File: src/ptst_pkg.sv
// ----------------------------------------------------------------------------
// ptst_pkg
// Types and constants shared by the periodic timer slot table.
// ----------------------------------------------------------------------------
`default_nettype none

package ptst_pkg;

    localparam int SLOTS_DEFAULT      = 32;
    localparam int COUNT_BITS_DEFAULT = 32;
    localparam int SLOT_ID_W          = 8;

    localparam logic [1:0] KIND_TICK   = 2'd0;
    localparam logic [1:0] KIND_ADD    = 2'd1;
    localparam logic [1:0] KIND_REMOVE = 2'd2;

    localparam logic REPLY_FIRE = 1'b0;
    localparam logic REPLY_ADD  = 1'b1;

    typedef struct packed {
        logic [1:0]           kind;
        logic [31:0]          start_count;
        logic [31:0]          reload_period;
        logic [SLOT_ID_W-1:0] remove_id;
    } in_req_t;

    typedef struct packed {
        logic                 reply_kind;
        logic [SLOT_ID_W-1:0] slot_id;
        logic                 last;
    } out_req_t;

    typedef enum logic [2:0] {
        ST_IDLE,
        ST_ADD,
        ST_TICK_RD,
        ST_TICK_EX,
        ST_TICK_END
    } state_t;

endpackage

`default_nettype wire

File: src/periodic_timer_slot_table.sv
// ----------------------------------------------------------------------------
// periodic_timer_slot_table
// Table of periodic timer slots held in two memories with registered reads.
// ----------------------------------------------------------------------------
// Requests arrive on in_valid/in_ready/in_data, results leave on
// out_valid/out_ready/out_data, both valid/ready handshakes.
// A remove request is handled in the cycle it is accepted and gives no result.
// An add request scans the vacancy bits one slot per cycle from slot 1, and
// at the lowest vacant slot (or at once, with id 0, when full) its reply is
// loaded into the output register when that register is free.
// A tick sweeps all SLOTS slots through the countdown memory: a vacant slot
// is skipped, an occupied slot is read in ST_TICK_RD, then updated and
// written back in ST_TICK_EX, and ST_TICK_END closes the sweep.
// A fired id is held back one step so that the final one carries last.
// in_ready is high only when no request is in progress; one finished result
// may wait in the output register while the next request is accepted.
// When out_ready stays low the sweep halts at a firing slot with a held-back
// id to pass on until the output register is free; nothing is dropped.
// Reset marks every slot vacant; the memories need no clearing pass.
// ----------------------------------------------------------------------------
`default_nettype none

module periodic_timer_slot_table #(
    parameter int SLOTS      = ptst_pkg::SLOTS_DEFAULT,
    parameter int COUNT_BITS = ptst_pkg::COUNT_BITS_DEFAULT
) (
    input  wire logic              clk,
    input  wire logic              rst_n,
    input  wire logic              in_valid,
    output logic                   in_ready,
    input  wire ptst_pkg::in_req_t in_data,
    output logic                   out_valid,
    input  wire logic              out_ready,
    output ptst_pkg::out_req_t     out_data
);

    localparam int IDX_W = (SLOTS > 1) ? $clog2(SLOTS) : 1;
    localparam int CNT_W = $clog2(SLOTS + 1);
    localparam int ID_W  = ptst_pkg::SLOT_ID_W;

    ptst_pkg::state_t state_reg, state_next;

    ptst_pkg::in_req_t   req_reg;
    logic [IDX_W-1:0]    idx_reg, idx_next;
    logic [SLOTS-1:0]    vacant_reg, vacant_next;
    logic [CNT_W-1:0]    vcount_reg, vcount_next;
    logic                pend_valid_reg, pend_valid_next;
    logic [ID_W-1:0]     pend_id_reg, pend_id_next;
    logic                out_valid_reg, out_valid_next;
    ptst_pkg::out_req_t  out_reg;

    logic [COUNT_BITS-1:0] countdown_mem [SLOTS];
    logic [COUNT_BITS-1:0] period_mem [SLOTS];
    logic [COUNT_BITS-1:0] cnt_rdata_reg;
    logic [COUNT_BITS-1:0] per_rdata_reg;

    logic                  rd_en;
    logic                  cnt_we;
    logic                  per_we;
    logic [COUNT_BITS-1:0] cnt_wdata;
    logic                  emit;
    ptst_pkg::out_req_t    emit_data;

    logic                  accept;
    logic                  can_emit;
    logic                  idx_at_end;
    logic                  fire;
    logic [ID_W-1:0]       idx_id;
    logic [ID_W-1:0]       rid_m1;
    logic [IDX_W-1:0]      rid_idx;
    logic                  rid_ok;

    assign in_ready   = (state_reg == ptst_pkg::ST_IDLE);
    assign accept     = in_valid && in_ready;
    assign can_emit   = !out_valid_reg || out_ready;
    assign idx_at_end = (idx_reg == IDX_W'(SLOTS - 1));
    assign fire       = (cnt_rdata_reg == '0);
    assign idx_id     = ID_W'(idx_reg) + ID_W'(1);
    assign rid_m1     = in_data.remove_id - ID_W'(1);
    assign rid_idx    = IDX_W'(rid_m1);
    assign rid_ok     = (in_data.remove_id != '0) && (in_data.remove_id <= ID_W'(SLOTS));

    assign out_valid = out_valid_reg;
    assign out_data  = out_reg;

    // next state
    always_comb
    begin
        state_next = state_reg;
        unique case (state_reg)
            ptst_pkg::ST_IDLE:
            begin
                if (accept && in_data.kind == ptst_pkg::KIND_TICK)
                    state_next = ptst_pkg::ST_TICK_RD;
                else if (accept && in_data.kind == ptst_pkg::KIND_ADD)
                    state_next = ptst_pkg::ST_ADD;
            end
            ptst_pkg::ST_ADD:
            begin
                if ((vcount_reg == '0 || vacant_reg[idx_reg]) && can_emit)
                    state_next = ptst_pkg::ST_IDLE;
            end
            ptst_pkg::ST_TICK_RD:
            begin
                if (!vacant_reg[idx_reg])
                    state_next = ptst_pkg::ST_TICK_EX;
                else if (idx_at_end)
                    state_next = ptst_pkg::ST_TICK_END;
            end
            ptst_pkg::ST_TICK_EX:
            begin
                if (!(fire && pend_valid_reg && !can_emit))
                    state_next = idx_at_end ? ptst_pkg::ST_TICK_END : ptst_pkg::ST_TICK_RD;
            end
            ptst_pkg::ST_TICK_END:
            begin
                if (!pend_valid_reg || can_emit)
                    state_next = ptst_pkg::ST_IDLE;
            end
            default:
            begin
                state_next = ptst_pkg::ST_IDLE;
            end
        endcase
    end

    // datapath control
    always_comb
    begin
        idx_next        = idx_reg;
        vacant_next     = vacant_reg;
        vcount_next     = vcount_reg;
        pend_valid_next = pend_valid_reg;
        pend_id_next    = pend_id_reg;
        rd_en           = 1'b0;
        cnt_we          = 1'b0;
        per_we          = 1'b0;
        cnt_wdata       = req_reg.start_count[COUNT_BITS-1:0];
        emit            = 1'b0;
        emit_data       = '0;
        unique case (state_reg)
            ptst_pkg::ST_IDLE:
            begin
                idx_next        = '0;
                pend_valid_next = 1'b0;
                if (accept && in_data.kind == ptst_pkg::KIND_REMOVE && rid_ok
                    && !vacant_reg[rid_idx])
                begin
                    vacant_next[rid_idx] = 1'b1;
                    vcount_next          = vcount_reg + CNT_W'(1);
                end
            end
            ptst_pkg::ST_ADD:
            begin
                if (vcount_reg == '0)
                begin
                    emit      = can_emit;
                    emit_data = '{reply_kind: ptst_pkg::REPLY_ADD, slot_id: '0, last: 1'b1};
                end
                else if (vacant_reg[idx_reg])
                begin
                    if (can_emit)
                    begin
                        emit                 = 1'b1;
                        emit_data            = '{reply_kind: ptst_pkg::REPLY_ADD,
                                                 slot_id: idx_id, last: 1'b1};
                        cnt_we               = 1'b1;
                        per_we               = 1'b1;
                        vacant_next[idx_reg] = 1'b0;
                        vcount_next          = vcount_reg - CNT_W'(1);
                    end
                end
                else
                begin
                    idx_next = idx_reg + IDX_W'(1);
                end
            end
            ptst_pkg::ST_TICK_RD:
            begin
                if (!vacant_reg[idx_reg])
                    rd_en = 1'b1;
                else if (!idx_at_end)
                    idx_next = idx_reg + IDX_W'(1);
            end
            ptst_pkg::ST_TICK_EX:
            begin
                cnt_wdata = (fire ? per_rdata_reg : cnt_rdata_reg) - COUNT_BITS'(1);
                if (!(fire && pend_valid_reg && !can_emit))
                begin
                    cnt_we = 1'b1;
                    if (fire)
                    begin
                        emit            = pend_valid_reg;
                        emit_data       = '{reply_kind: ptst_pkg::REPLY_FIRE,
                                            slot_id: pend_id_reg, last: 1'b0};
                        pend_valid_next = 1'b1;
                        pend_id_next    = idx_id;
                    end
                    if (!idx_at_end)
                        idx_next = idx_reg + IDX_W'(1);
                end
            end
            ptst_pkg::ST_TICK_END:
            begin
                if (pend_valid_reg && can_emit)
                begin
                    emit            = 1'b1;
                    emit_data       = '{reply_kind: ptst_pkg::REPLY_FIRE,
                                        slot_id: pend_id_reg, last: 1'b1};
                    pend_valid_next = 1'b0;
                end
            end
            default:
            begin
                idx_next = '0;
            end
        endcase
    end

    always_comb
    begin
        if (emit)
            out_valid_next = 1'b1;
        else if (out_ready)
            out_valid_next = 1'b0;
        else
            out_valid_next = out_valid_reg;
    end

    always_ff @(posedge clk or negedge rst_n)
    begin
        if (!rst_n)
        begin
            state_reg      <= ptst_pkg::ST_IDLE;
            idx_reg        <= '0;
            vacant_reg     <= '1;
            vcount_reg     <= CNT_W'(SLOTS);
            pend_valid_reg <= 1'b0;
            out_valid_reg  <= 1'b0;
        end
        else
        begin
            state_reg      <= state_next;
            idx_reg        <= idx_next;
            vacant_reg     <= vacant_next;
            vcount_reg     <= vcount_next;
            pend_valid_reg <= pend_valid_next;
            out_valid_reg  <= out_valid_next;
        end
    end

    always_ff @(posedge clk)
    begin
        pend_id_reg <= pend_id_next;
        if (accept)
            req_reg <= in_data;
        if (emit)
            out_reg <= emit_data;
    end

    // countdown memory
    always_ff @(posedge clk)
    begin
        if (cnt_we)
            countdown_mem[idx_reg] <= cnt_wdata;
        if (rd_en)
            cnt_rdata_reg <= countdown_mem[idx_reg];
    end

    // period memory
    always_ff @(posedge clk)
    begin
        if (per_we)
            period_mem[idx_reg] <= req_reg.reload_period[COUNT_BITS-1:0];
        if (rd_en)
            per_rdata_reg <= period_mem[idx_reg];
    end

endmodule

`default_nettype wire

File: config.mk
export PLATFORM = sky130hd
export DESIGN_NAME = periodic_timer_slot_table
export DESIGN_NICKNAME = d
export VERILOG_FILES = /design/src/ptst_pkg.sv /design/src/periodic_timer_slot_table.sv
export SDC_FILE = /design/constraint.sdc
export NUM_CORES = 2
export LEC_CHECK = 0
export BUFFER_PORTS_ARGS = -buffer_cell sky130_fd_sc_hd__buf_2
export CAP_MARGIN = 20
export CORE_UTILIZATION = 45
export CTS_BUF_LIST = sky130_fd_sc_hd__clkbuf_16
export CTS_CLUSTER_DIAMETER = 40
export DETAILED_ROUTE_END_ITERATION = 10
export SYNTH_ARGS = -nofsm -noshare
export SYNTH_HDL_FRONTEND = slang
export SYNTH_SLANG_ARGS = --single-unit
File: constraint.sdc
create_clock -name clk -period 10.7 [get_ports clk]
set_input_delay 1.07 -clock clk [delete_from_list [all_inputs] [get_ports clk]]
set_output_delay 1.07 -clock clk [all_outputs]
set_load 0.02 [all_outputs]
* After elaboration in Yosys (flattened, before gate mapping)
Memories as Yosys holds them, arrays and structs flattened. A register that Yosys moved wholly into a read port is not among the register bits.
Cells that the tools add are included.
** Word-level totals
- Register bits :: 130
- RAM bits :: 2048
- Logic and storage cells :: 148
- Memories kept :: 2
** Cells by class
- $add $sub $neg :: 6
- $lt $le $gt $ge :: 5
- Eq/ne operators :: 20
- Multiplexer cells :: 65
- Bitwise gates (word level) :: 5
- Reduce and logical (&&, ||, !) cells :: 33
** Memory list
- countdown_mem :: depth 32, width 32, read ports 1, clocked after Yosys merged registers in 1, wr ports 1, line periodic_timer_slot_table.sv:52 : logic [COUNT_BITS-1:0] countdown_mem [SLOTS];
- period_mem :: depth 32, width 32, read ports 1, clocked after Yosys merged registers in 1, wr ports 1, line periodic_timer_slot_table.sv:53 : logic [COUNT_BITS-1:0] period_mem [SLOTS];
** Operators by type and width (number)
- 32-bit 2-to-1 mux :: 6
- 32-bit one-hot mux with 2 select lines :: 1
- 32-bit AND :: 1
- 32-bit zero test :: 1
- 32-bit NOT :: 1
- 32-bit bitwise OR :: 1
- 32-bit by 1-bit subtractor with 32-bit output, second input constant :: 1
- 10-bit 2-to-1 mux :: 3
- 10-bit one-hot mux with 3 select lines :: 1
- 9-bit 2-to-1 mux :: 3
- 5-bit 2-to-1 mux :: 5
- 1-bit 2-to-1 mux :: 24
- 3-bit 2-to-1 mux :: 8
- 6-bit 2-to-1 mux :: 4
- 2-bit inequality test, second input constant :: 10
- 5-bit one-hot mux with 4 select lines :: 1
- 3-bit one-hot mux with 5 select lines :: 1
- 5-bit AND reduction :: 3
- 1-bit logical AND :: 13
- 5-bit by 6-bit < comparator with 1-bit output, second input constant :: 2
- 6-bit one-hot mux with 2 select lines :: 1
- 1-bit binary-select mux with 5-bit select :: 2
- 1-bit demux with 5-bit select :: 2
- 5-bit by 1-bit >= comparator with 1-bit output, second input constant :: 2
- 28 further kinds :: 37

* Longest topological paths before layout
- Depth in word-level cells :: 10
- Depth in mapped cells :: 14
- Mapped depth without buffers :: 11

* Worst setup path before layout
Ideal clock, no wire load.
- Kind :: reg-to-reg
- From :: reg idx_reg[0]
- To :: reg cnt_rdata_reg[0] (read register of countdown_mem) (enable)
- Arrival time :: 4421 ps
- Required time :: 10214 ps
- Setup slack :: 5793 ps
- Cell stages (with the launch flop) :: 8
- Buffers on the path :: 2
- Period minus slack after synthesis :: 4907 ps
- Cells stage by stage :: dfrtp_1 > buf_4 > mux4_2 > a22oi_1 > and4_1 > buf_4 > nand2_1 > nor2_1
** On the way
- Word-level cells in the longest chain between the ends :: 4
** Ends and longest elaborated chain
- from (decl) :: line periodic_timer_slot_table.sv:44 : logic [IDX_W-1:0] idx_reg, idx_next;
- from (signal assigned) :: line periodic_timer_slot_table.sv:244 : idx_reg <= idx_next;
- 1-bit binary-select mux with 5-bit select :: line periodic_timer_slot_table.sv:180 : if (!vacant_reg[idx_reg])
- 1-bit 2-to-1 mux (implied by the code) :: line periodic_timer_slot_table.sv:180
- 1-bit 2-to-1 mux :: line periodic_timer_slot_table.sv:180
- 1-bit 2-to-1 mux :: line periodic_timer_slot_table.sv:141 : unique case (state_reg)
- net rd_en :: line periodic_timer_slot_table.sv:57 : logic rd_en;
- to (decl) :: line periodic_timer_slot_table.sv:54 : logic [COUNT_BITS-1:0] cnt_rdata_reg;
The timed path passes the listed nets, and every way through them passes these cells. The select of a mux whose other input is x is not followed.
A chain may end at the register's enable or synchronous reset.

* Final worst setup path
- From :: reg idx_reg[1]
- To :: mem countdown_mem[11][8] (netlist name) (enable)
** On the way
- Word-level cells in the longest chain between the ends :: 7
** Ends and longest elaborated chain
- 1-bit binary-select mux with 5-bit select :: line periodic_timer_slot_table.sv:160 : else if (vacant_reg[idx_reg])
- 1-bit 2-to-1 mux (implied by the code) :: line periodic_timer_slot_table.sv:160
- 1-bit 2-to-1 mux :: line periodic_timer_slot_table.sv:160
- 1-bit 2-to-1 mux :: line periodic_timer_slot_table.sv:155 : if (vcount_reg == '0)
- 1-bit one-hot mux with 2 select lines :: line periodic_timer_slot_table.sv:141
- 1-bit 2-to-1 mux :: line periodic_timer_slot_table.sv:264 : if (cnt_we)
- 1-bit 2-to-1 mux (implied by the code) :: line periodic_timer_slot_table.sv:265 : countdown_mem[idx_reg] <= cnt_wdata;
- to (decl) :: line periodic_timer_slot_table.sv:52
Several ways; a longest one is shown, not always the timed one. The select of a mux whose other input is x is not followed.

==> impl_metrics.toml <==
[status]
status = "finished, final reports clean"

[detailed_routing]
first_iter_violations = 5714
wirelength_mm = 235
drc = 0
vias = 43000
wire_per_inst_um = 33.7
ant_nets = 0
drt_pass1_iterations = 6
vias_per_cell = 6.16

[critical_path]
r2r-start = "idx_reg[1]$_DFFE_PN0P_"
path_cells = "buf_4 > mux4_2 > a22oi_1 > and4_1 > nor2_2 > or2_2 > nand2_1 > nor2_4"
required_ns = 11.23
path_max_fanout = 49
slowest_delay_ns = 1.04
crit_type = "reg2reg"
slowest_stage = "nor2_4"
crit_path_end_kind = "flip-flop"
startpoint = "idx_reg[1]$_DFFE_PN0P_"
critPathArrivalTime_ns = 6.19
startpoint_type = "flip-flop"

[floorplanning]
die_x_um = 439
die_h_um = 439
coreArea_mm2 = 0.189
initial_core_util_pct = 45.5
fp-row-count = 159
ios = 90
die_area_mm2 = 0.192

[global_routing]
grt_start_max_net_pins = 83
globalRoute.totalOverflow = 0
grt_antenna_before_repair = 3
grt_pass1_wl_mm = 329
globalRouteMet2Util_pct = 36.8
grt-busiest-layer = "met2"
first_global_vias = 42200
use_met3_pct = 6.16
grtUsageMet1_pct = 35.1
grt_use_total_pct = 24.5

[placement]
gp_congestion = 0.989
dp_hpwl_mm = 145
place_ws_ns = 5.05
port_buffers = 87

[sta]
fin_tns_setup_ns = 0
fmax_mhz = 177
hold_violations = 0
finalCritPeriodShare_pct = 52.9
worst_slack_ns = 5.04
rsz0062_at_grt = "no"
setup_viol = 0
maxSlewHeadroom_pct = 11.7
fin_crit_ns = 5.66
clock_skew_ns = 0.0503
drv_slew = 0
worstMarginPinSlew_ns = 1.32

[clocking]
htree_levels = 5
clk-insertion-delay-late_ns = 0.95
holdBufCountCts = 0
postCtsSetupBuffers = 0
clock_path_buffers = 4
root_buffer = "clkbuf_16"
cts_sinks = 2238
clk_pin_slew_ns = 0.06
cts_resized = 0
cts_inserted_buffers = 306
cts_tree = "done"

[hold_path]
hp-start = "in_data[64]"
holdCritPathClass = "in2reg"

[synth]
synth_edf_count = 2190
synth_area_leader_cell = "edfxtp_1"
synthArstFlopShare_pct = 2.14
syn_area_per_cell_um2 = 21.9
yosysWarningCount = 0
yosysUniqueCellTypes = 80
ys_top_cells_by_count = "edfxtp_1, mux4_2, a22oi_1"
syn_area_mm2 = 0.0858
synth_ff_type = "edfxtp_1"
syn_inst = 3918
synth_top_area_share_pct = 76.6
yosysMostFrequentCell = "edfxtp_1"
yosysSeqAreaShare_pct = 78.1
ys_ff_latch = 2238
synth_area_leaders = "edfxtp_1, mux4_2, a22oi_1, dfstp_2, clkbuf_1"

[final_layout]
fill_cells = 14400
multi_input_comb_area_mm2 = 0.0184
final_core_util_pct = 53.4
fin_nets = 4345
register_area_mm2 = 0.0670
area_growth_pct = 17.3
drive_gt1_share_pct = 31.2

[flow_run]
maxCapViolCount = 0

[pwr]
ir_worst_vdd_mv = 0.254
powerDensity_mw_per_mm2 = 256
p_leak_uw = 0.0315
power by group:
part           total [µW]  internal (µW)  switching, µW
Clock                9760           5910           3850
Combinational        5060           1950           3120
Sequential          10900          10600            347
Total               25800          18500           7310
cell families after synthesis:
group,Yosys count,synth area share (%)
buffers and inverters,262,1.21
AOI/OAI and AO/OA,451,3.79
xor gates and xnor gates,27,0.276
muxes,546,14.1
other,1,0.00437
adders and majority gates,15,0.227
and+or+nand+nor,378,2.34
DFF,2238,78.1
area by class of cell:
type | count | share of cell area, %
clock buffers | 313 | 7.78
diodes | 4 | 0.00994
inverters | 48 | 0.179
repair buffers | 239 | 2.08
well taps | 2495 | 3.10
clock inverters | 213 | 1.96
multi-input cells | 1419 | 18.3
flip-flops and latches | 2238 | 66.6
per-layer routing:
metal / vias up / wire length, µm
met1: 23100 / 96300
met4: 0 / 8230
met2: 1989 / 109000
li1: 17500 / -
met3: 405 / 21800
met5: - / 0
stage by stage:
step                      cell area, µm²  hold WS [ns]  power (µW)  cells
after floorplan                    85800         0.444       14100   3919
after global placement             90100         0.465       16100   6409
after detailed placement           90400         0.471       16200   6419
after CTS                         100000         0.252       25900   6945
after global routing              101000         0.273       26500   6965
final                             101000         0.304       25800   6969
worst paths after layout:
| kind | slack (ns) | endpoint | cells past startpoint |
|---|---|---|---|
| min in group asynchronous | 0.31 | vcount_reg[3]$_DFFE_PN0P_ | 2 |
| max | 5.04 | countdown_mem[11][8]$_DFFE_PP_ | 8 |
| max reg2reg | 5.04 | countdown_mem[11][8]$_DFFE_PP_ | 8 |
| min reg2reg | 0.48 | vacant_reg[13]$_DFFE_PN1P_ | 2 |
| max in group asynchronous | 9.83 | idx_reg[0]$_DFFE_PN0P_ | 2 |
| min | 0.30 | req_reg[64]$_DFFE_PP_ | 1 |
critical path: cells and delay by family (launching register included):
kind                   cells  cell delay, ns
AND/OR/NAND/NOR            5            3.13
flip-flops                 1            0.87
buffers and inverters      1            0.72
multiplexers               1            0.36
AO/OA/AOI/OAI              1            0.12
cell usage in the layout (no fill, tap or decap), types with 38 or more instances in the layout:
cell type	n
a21oi_1	58
a22oi_1	260
buf_2	87
buf_4	120
clkbuf_16	313
edfxtp_1	2190
inv_1	72
inv_6	44
mux4_2	528
nand2_1	54
nand4_1	72
nor2_1	38
nor2_4	61
Power figures use the tool's default switching activity.
